===== config.mk =====
export PLATFORM = sky130hd
export DESIGN_NAME = timed_task_table
export DESIGN_NICKNAME = d
export VERILOG_FILES = /design/src/ttt_pkg.sv /design/src/ttt_ram.sv /design/src/timed_task_table.sv
export SDC_FILE = /design/constraint.sdc
export NUM_CORES = 2
export LEC_CHECK = 0
export BUFFER_PORTS_ARGS = -buffer_cell sky130_fd_sc_hd__buf_2
export CORE_AREA = 2 2 469 471
export CTS_CLUSTER_DIAMETER = 100
export CTS_CLUSTER_SIZE = 20
export DETAILED_ROUTE_END_ITERATION = 7
export DIE_AREA = 0 0 471 473
export GPL_ROUTABILITY_DRIVEN = 0
export GPL_TIMING_DRIVEN = 0
export SYNTH_ARGS = -nofsm -noshare
export SYNTH_HDL_FRONTEND = slang
export SYNTH_HIERARCHICAL = 1
export SYNTH_SLANG_ARGS = --single-unit

===== constraint.sdc =====
create_clock -name clock -period 10.1 [get_ports clock]
set_clock_uncertainty 0.2 [all_clocks]
set_input_delay 0.505 -clock clock [delete_from_list [all_inputs] [get_ports clock]]
set_output_delay 0.505 -clock clock [all_outputs]
set_load 0.01 [all_outputs]

===== src/ttt_pkg.sv =====
// shared types, constants and helpers for the timed task table
// used by timed_task_table; no dependencies
`timescale 1ns / 1ps

package ttt_pkg;

   localparam int MAX_TASKS_DEF = 16;
   localparam int MAX_RESULTS   = 16;
   localparam int TIME_W        = 32;
   localparam int TAG_W         = 8;
   localparam int KIND_W        = 2;
   localparam int STATUS_W      = 2;
   localparam int RES_W         = $clog2(MAX_RESULTS + 1);
   localparam logic [TIME_W-1:0] TIME_MAX = '1;

   typedef enum logic [KIND_W-1:0] {
      KIND_AT    = 2'd0,
      KIND_EVERY = 2'd1,
      KIND_TICK  = 2'd2
   } kind_type;

   typedef enum logic [STATUS_W-1:0] {
      STAT_INSERTED = 2'd0,
      STAT_FULL     = 2'd1,
      STAT_FIRED    = 2'd2,
      STAT_NONE     = 2'd3
   } status_type;

   typedef enum logic [2:0] {
      ST_IDLE,
      ST_EXEC,
      ST_READ,
      ST_PROC,
      ST_FIN
   } state_type;

   typedef struct packed {
      logic [TIME_W-1:0] due;
      logic [TIME_W-1:0] period;
      logic [TAG_W-1:0]  tag;
   } entry_type;

   localparam int ENTRY_W = $bits(entry_type);

   // add that sticks at the top of the time range
   function automatic logic [TIME_W-1:0] sat_add(input logic [TIME_W-1:0] a,
                                                 input logic [TIME_W-1:0] b);
      logic [TIME_W:0] s;
      s = {1'b0, a} + {1'b0, b};
      return s[TIME_W] ? TIME_MAX : s[TIME_W-1:0];
   endfunction

endpackage


===== src/ttt_ram.sv =====
// generic single-write, single-read ram with registered read data
// no dependencies
`timescale 1ns / 1ps

module ttt_ram #(
   parameter int WIDTH  = 8,
   parameter int DEPTH  = 16,
   parameter int ADDR_W = (DEPTH > 1) ? $clog2(DEPTH) : 1
) (
   input  logic              clock,
   input  logic              wr_en,
   input  logic [ADDR_W-1:0] wr_addr,
   input  logic [WIDTH-1:0]  wr_data,
   input  logic [ADDR_W-1:0] rd_addr,
   output logic [WIDTH-1:0]  rd_data
);

   logic [WIDTH-1:0] mem [DEPTH];
   logic [WIDTH-1:0] rd_data_ff;

   always_ff @(posedge clock) begin
      if (wr_en) begin
         mem[wr_addr] <= wr_data;
      end
      rd_data_ff <= mem[rd_addr];
   end

   assign rd_data = rd_data_ff;

endmodule


===== src/timed_task_table.sv =====
// timed task table top level: request decode, table walk and result register
// depends on ttt_pkg and ttt_ram
`timescale 1ns / 1ps

// usage
//   req channel: one transfer per request. tuser selects the request kind
//   (insert at an absolute time, insert periodic, tick); tdata carries the
//   time, the repeat period and the task tag.
//   rsp channel: results in order; tuser is the status, tdata the fired tag,
//   tlast closes the results of one request.
// request handling
//   inserts, empty ticks and unknown kinds: the exec state writes the single
//   result into the result register once it is free; a new request is taken
//   only in idle. tick: the walk reads one entry a cycle from the table ram,
//   unless held by a full result register, and writes it back compacted in place.
//   a tick reports at most MAX_RESULTS fired entries.
// reset
//   synchronous, clears the fill count, state, result valid and pending flag;
//   the table ram needs no clearing since only entries below the count are read.
// stalls
//   one result register holds a finished transfer while the next request is
//   accepted; while it is full and not taken, the walk waits on a fired tag.
module timed_task_table
   import ttt_pkg::*;
#(
   parameter int MAX_TASKS = MAX_TASKS_DEF
) (
   input  logic                          clock,
   input  logic                          reset,
   // request channel
   input  logic                          req_tvalid,
   output logic                          req_tready,
   input  logic [2*TIME_W+TAG_W-1:0]     req_tdata,   // time_value, repeat_period, task_tag
   input  logic [KIND_W-1:0]             req_tuser,   // kind
   // result channel
   output logic                          rsp_tvalid,
   input  logic                          rsp_tready,
   output logic [TAG_W-1:0]              rsp_tdata,   // fired_tag
   output logic [STATUS_W-1:0]           rsp_tuser,   // status
   output logic                          rsp_tlast
);

   localparam int IDX_W = (MAX_TASKS > 1) ? $clog2(MAX_TASKS) : 1;
   localparam int CNT_W = $clog2(MAX_TASKS + 1);

   // fsm and captured request
   state_type          state_ff, state_in;
   logic [KIND_W-1:0]  kind_ff, kind_in;
   logic [TIME_W-1:0]  now_ff, now_in;
   logic [TIME_W-1:0]  per_ff, per_in;
   logic [TAG_W-1:0]   tag_ff, tag_in;

   // table bookkeeping
   logic [CNT_W-1:0]   count_ff, count_in;
   logic [CNT_W-1:0]   idx_ff, idx_in;      // read position of the walk
   logic [CNT_W-1:0]   wptr_ff, wptr_in;    // compacted write position
   logic [RES_W-1:0]   fired_ff, fired_in;
   logic               pend_ff, pend_in;    // a fired tag waits for its last flag
   logic [TAG_W-1:0]   pend_tag_ff, pend_tag_in;

   // result register
   logic               rsp_valid_ff, rsp_valid_in;
   status_type         rsp_status_ff, rsp_status_in;
   logic [TAG_W-1:0]   rsp_tag_ff, rsp_tag_in;
   logic               rsp_last_ff, rsp_last_in;

   // ram ports
   logic               wr_en;
   logic [IDX_W-1:0]   wr_addr;
   entry_type          wr_ent;
   logic [IDX_W-1:0]   rd_addr;
   logic [ENTRY_W-1:0] rd_data;
   entry_type          rd_ent;

   logic               slot_free;
   logic               fire;
   logic [CNT_W-1:0]   idx_next;
   logic               last_entry;

   ttt_ram #(
      .WIDTH (ENTRY_W),
      .DEPTH (MAX_TASKS),
      .ADDR_W(IDX_W)
   ) u_table (
      .clock  (clock),
      .wr_en  (wr_en),
      .wr_addr(wr_addr),
      .wr_data(wr_ent),
      .rd_addr(rd_addr),
      .rd_data(rd_data)
   );

   assign rd_ent     = entry_type'(rd_data);
   assign slot_free  = !rsp_valid_ff || rsp_tready;
   assign idx_next   = idx_ff + 1'b1;
   assign last_entry = (idx_next == count_ff);
   assign fire       = (fired_ff < RES_W'(MAX_RESULTS)) && (now_ff >= rd_ent.due);

   always_ff @(posedge clock) begin
      if (reset) begin
         state_ff     <= ST_IDLE;
         count_ff     <= '0;
         rsp_valid_ff <= 1'b0;
         pend_ff      <= 1'b0;
      end else begin
         state_ff     <= state_in;
         count_ff     <= count_in;
         rsp_valid_ff <= rsp_valid_in;
         pend_ff      <= pend_in;
      end
      kind_ff       <= kind_in;
      now_ff        <= now_in;
      per_ff        <= per_in;
      tag_ff        <= tag_in;
      idx_ff        <= idx_in;
      wptr_ff       <= wptr_in;
      fired_ff      <= fired_in;
      pend_tag_ff   <= pend_tag_in;
      rsp_status_ff <= rsp_status_in;
      rsp_tag_ff    <= rsp_tag_in;
      rsp_last_ff   <= rsp_last_in;
   end

   always_comb begin
      state_in      = state_ff;
      kind_in       = kind_ff;
      now_in        = now_ff;
      per_in        = per_ff;
      tag_in        = tag_ff;
      count_in      = count_ff;
      idx_in        = idx_ff;
      wptr_in       = wptr_ff;
      fired_in      = fired_ff;
      pend_in       = pend_ff;
      pend_tag_in   = pend_tag_ff;
      rsp_valid_in  = rsp_valid_ff && !rsp_tready;
      rsp_status_in = rsp_status_ff;
      rsp_tag_in    = rsp_tag_ff;
      rsp_last_in   = rsp_last_ff;
      req_tready    = 1'b0;
      wr_en         = 1'b0;
      wr_addr       = count_ff[IDX_W-1:0];
      wr_ent        = '{due: now_ff, period: '0, tag: tag_ff};
      rd_addr       = idx_ff[IDX_W-1:0];

      case (state_ff)
         ST_IDLE: begin
            req_tready = 1'b1;
            if (req_tvalid) begin
               kind_in  = req_tuser;
               now_in   = req_tdata[TIME_W-1:0];
               per_in   = req_tdata[2*TIME_W-1:TIME_W];
               tag_in   = req_tdata[2*TIME_W+TAG_W-1:2*TIME_W];
               state_in = ST_EXEC;
            end
         end

         ST_EXEC: begin
            idx_in   = '0;
            wptr_in  = '0;
            fired_in = '0;
            pend_in  = 1'b0;
            if ((kind_ff == KIND_TICK) && (count_ff != '0)) begin
               state_in = ST_READ;
            end else if (slot_free) begin
               rsp_valid_in = 1'b1;
               rsp_tag_in   = '0;
               rsp_last_in  = 1'b1;
               state_in     = ST_IDLE;
               case (kind_ff)
                  KIND_AT, KIND_EVERY: begin
                     if (count_ff == CNT_W'(MAX_TASKS)) begin
                        rsp_status_in = STAT_FULL;
                     end else begin
                        rsp_status_in = STAT_INSERTED;
                        wr_en         = 1'b1;
                        if (kind_ff == KIND_EVERY) begin
                           wr_ent = '{due: sat_add(now_ff, per_ff), period: per_ff,
                                      tag: tag_ff};
                        end
                        count_in = count_ff + 1'b1;
                     end
                  end
                  default: begin
                     // empty tick or unknown kind
                     rsp_status_in = STAT_NONE;
                  end
               endcase
            end
         end

         ST_READ: begin
            // ram address of the first entry is on the port this cycle
            state_in = ST_PROC;
         end

         ST_PROC: begin
            // a second fired tag needs the result slot for the held one
            if (!(fire && pend_ff && !slot_free)) begin
               if (!(fire && (rd_ent.period == '0))) begin
                  wr_en   = 1'b1;
                  wr_addr = wptr_ff[IDX_W-1:0];
                  wr_ent  = rd_ent;
                  if (fire) begin
                     wr_ent.due = sat_add(rd_ent.due, rd_ent.period);
                  end
                  wptr_in = wptr_ff + 1'b1;
               end
               if (fire) begin
                  fired_in    = fired_ff + 1'b1;
                  pend_in     = 1'b1;
                  pend_tag_in = rd_ent.tag;
                  if (pend_ff) begin
                     rsp_valid_in  = 1'b1;
                     rsp_status_in = STAT_FIRED;
                     rsp_tag_in    = pend_tag_ff;
                     rsp_last_in   = 1'b0;
                  end
               end
               idx_in = idx_next;
               if (last_entry) begin
                  state_in = ST_FIN;
               end else begin
                  rd_addr = idx_next[IDX_W-1:0];
               end
            end
         end

         ST_FIN: begin
            if (slot_free) begin
               rsp_valid_in  = 1'b1;
               rsp_last_in   = 1'b1;
               rsp_status_in = pend_ff ? STAT_FIRED : STAT_NONE;
               rsp_tag_in    = pend_ff ? pend_tag_ff : '0;
               pend_in       = 1'b0;
               count_in      = wptr_ff;
               state_in      = ST_IDLE;
            end
         end

         default: begin
            state_in = ST_IDLE;
         end
      endcase
   end

   assign rsp_tvalid = rsp_valid_ff;
   assign rsp_tuser  = rsp_status_ff;
   assign rsp_tdata  = rsp_tag_ff;
   assign rsp_tlast  = rsp_last_ff;

endmodule

==> impl_metrics.json <==
{
  "tightest_slew_ns": 1.38,
  "power_frac_clock": 0.277,
  "irDropWorstVdd_v": 0.000153,
  "syn-cell-area_um2": 54300,
  "synth_ff_type": "edfxtp_1",
  "r2r_slack_ns": 2.42,
  "path_clk_slew_ns": 0.09,
  "ys_ff_latch": 1342,
  "worstPathArrival_ns": 7.90,
  "ys_types": 77,
  "ys_seq_area_frac": 0.727,
  "fp.dieW_um": 471,
  "syn_to_final_growth_pct": 16.2,
  "synth_area_leaders": "edfxtp_1 (70%), mux4_2 (12%), dfxtp_1 (3.0%)",
  "leakage_nw": 20.2,
  "cts_post_setup_buffers_inserted": 0,
  "p_seq_frac": 0.544,
  "die_y_um": 473,
  "wirelength_um": 157000,
  "met1Wirelength_um": 63800,
  "cts_resized": 0,
  "cts_buffers": 79,
  "p_per_area_nw_per_um2": 194,
  "row_count": 172,
  "synth_cells": 2928,
  "cp.required_ns": 10.32,
  "cts.path.max_buffers": 3,
  "cp_max_fo": 10,
  "top_layer": "met4",
  "maxSlewViolCount": 0,
  "startpoint_type": "register",
  "hold_violations": 0,
  "yosysWarnings": 6,
  "cts_tree": "yes",
  "timing.hold.ws_ns": 0.0853,
  "synth.most_common_cell": "edfxtp_1",
  "synth_edf_count": 1260,
  "antenna_found_initial": 9,
  "yosys.area.top_type": "edfxtp_1",
  "cts.sinks": 1342,
  "grt_max_degree": 45,
  "grt_overflow": 0,
  "route.met2.wl_um": 74400,
  "io_buffers": 89,
  "fin_crit_ns": 7.68,
  "setup.worst_path.end_class": "register",
  "clk_latency_ns": 0.72,
  "ios": 91,
  "avgRoutedWirePerCell_um": 25.2,
  "drive_gt1_frac": 0.197,
  "cp-startpoint": "now_ff[13]",
  "timing.fmax_mhz": 130,
  "grt_pass1_wl_um": 221000,
  "hp-start": "rsp_tready",
  "setup_tns_ns": 0,
  "drtPass1Iterations": 5,
  "cts-root-buf": "clkbuf_16",
  "core_area_um2": 218000,
  "rsz0062_at_grt": "false",
  "crit_type": "reg2reg",
  "dp_hpwl_um": 110000,
  "p_comb_frac": 0.179,
  "htree_levels": 3,
  "drtIter0Drc": 3607,
  "p_sw_mw": 3.40,
  "synth_top_area_frac": 0.697,
  "p_int_mw": 8.80,
  "async_flop_share": 0,
  "fin_crit_sh": 0.761,
  "final_antenna_net_count": 0,
  "via_per_inst": 4.85,
  "wl_met3_um": 11100,
  "crit-reg2reg-launch": "now_ff[13]",
  "grt_usage": 0.138,
  "maxCapViolations": 0,
  "routed-via-count": 30100,
  "dieArea_um2": 223000,
  "syn_area_per_cell_um2": 18.5,
  "start_util": 0.249,
  "slew_headroom": 0.0780,
  "netlist_top_cells_count": "edfxtp_1 (1260), mux4_2 (288), a22oi_1 (176)",
  "setup_viol": 0,
  "drc_errors": 0,
  "grt_pass1_vias": 29500,
  "min_path_type": "in2reg",
  "status": "complete, no violations",
  "synth_nets": 3109,
  "netSwitchingFraction": 0.278,
  "fin_nets": 3447
}
-- metrics by stage --
step	area [um^2]	worst slack (ns)	total power [mW]	utilization	instances
6_report	63000	2.42	12.2	0.289	6207
5_1_grt	63000	2.39	12.7	0.289	6205
4_1_cts	63000	2.60	12.3	0.289	6197
3_5_place_dp	59900	2.66	8.89	0.274	5978
3_3_place_gp	58300	-7.57	8.84	0.267	5888
2_1_floorplan	54300	1.48	8.07	-	2928
-- routing by layer --
metal	track usage	vias to the layer above
li1	-	12700
met1	0.183	15900
met2	0.224	1336
met3	0.0186	247
met4	0.0624	0
met5	0	-
-- state kept, by name, summed over array words and instances (netlist names), 3 cells and up --
register and cells:
idx_ff 5, u_table/mem 1152, rsp_tdata 8, wptr_ff 5
now_ff 32, tag_ff 8, fired_ff 5, count_ff 5
pend_tag_ff 8, state_ff 3, per_ff 32, u_table/rd_data 72
-- critical path, cell delays in order (launching register included) --
cell and delay (ns):
edfxtp_1 0.73, ha_1 0.35, a21oi_1 0.25, o21ai_0 0.23, a2111oi_0 0.80, a31o_2 0.34
a31oi_2 0.27, a21oi_1 0.45, buf_2 0.35, buf_1 0.96, nand2_1 0.12, nand2_1 0.18
nand3b_1 0.32, nor3_2 0.67, buf_6 0.28, buf_8 0.17, buf_6 0.16, buf_6 0.16
buf_6 0.17, buf_6 0.16
-- cell families (layout without fill, tap and decap cells) --
group,Yosys count,count (layout),share of synthesized area
muxes,291,291,0.120
other,0,7,0
and+or+nand+nor,421,421,0.0350
buffers and inverters,190,591,0.0169
xor gates and xnor gates,73,73,0.0118
adders and majority gates,103,103,0.0240
DFF,1342,1342,0.727
AOI/OAI and AO/OA,508,508,0.0647
-- layout by cell type, fill, tap and decap left out, types with 10 or more instances in the layout --
| master | count |
|---|---|
| edfxtp_1 | 1260 |
| mux4_2 | 288 |
| a22oi_1 | 176 |
| nand2_1 | 166 |
| clkbuf_1 | 143 |
| buf_2 | 105 |
| ha_1 | 101 |
| nor2_1 | 93 |
| a21oi_1 | 92 |
| dfxtp_1 | 82 |
| clkbuf_16 | 80 |
| dlygate4sd3_1 | 75 |
| o21ai_0 | 61 |
| buf_6 | 56 |
| inv_1 | 45 |
| xnor2_1 | 40 |
| buf_12 | 34 |
| a21o_1 | 33 |
| xor2_1 | 33 |
| nand3_1 | 32 |
| o22ai_1 | 30 |
| buf_4 | 20 |
| nor3_1 | 19 |
| nor2b_1 | 14 |
| nand4_1 | 13 |
| a211oi_1 | 13 |
| and3_1 | 12 |
| nor2_4 | 12 |
| nand2b_1 | 11 |
| nor4_1 | 10 |
| o221ai_1 | 10 |
-- timing repair --
item                                    CTS  global route
endpoints found under the setup margin    0             0
hold endpoints to repair                 79             0
hold buffers                             75             0
-- power by group through the flow --
stage,sequential [mW],combinational (mW),clock [mW]
floorplan,6.58,1.49,0
global route,6.63,2.37,3.65
CTS,6.63,2.17,3.47
finish,6.63,2.19,3.38
detailed placement,6.75,2.14,0
global placement,6.78,2.06,0
-- cell type report --
class / count / area (um^2)
Antenna cell: 7 / 17.5
Multi-Input combinational cell: 1396 / 14000
Clock inverter: 11 / 163
Buffer: 144 / 747
Inverter: 46 / 173
Clock buffer: 133 / 2200
Fill cell: 21500 / 155000
Tap cell: 2871 / 3590
Timing Repair Buffer: 257 / 2640
Sequential cell: 1342 / 39500
-- final timing paths --
| check | to | cells after the start |
|---|---|---|
| setup / recovery | u_table/mem[4][33] | 19 |
| hold / removal | rsp_tlast | 4 |
| setup reg to reg | u_table/mem[4][33] | 19 |
| hold reg to reg | pend_tag_ff[4] | 0 |
(Power assumes the default switching activity.)
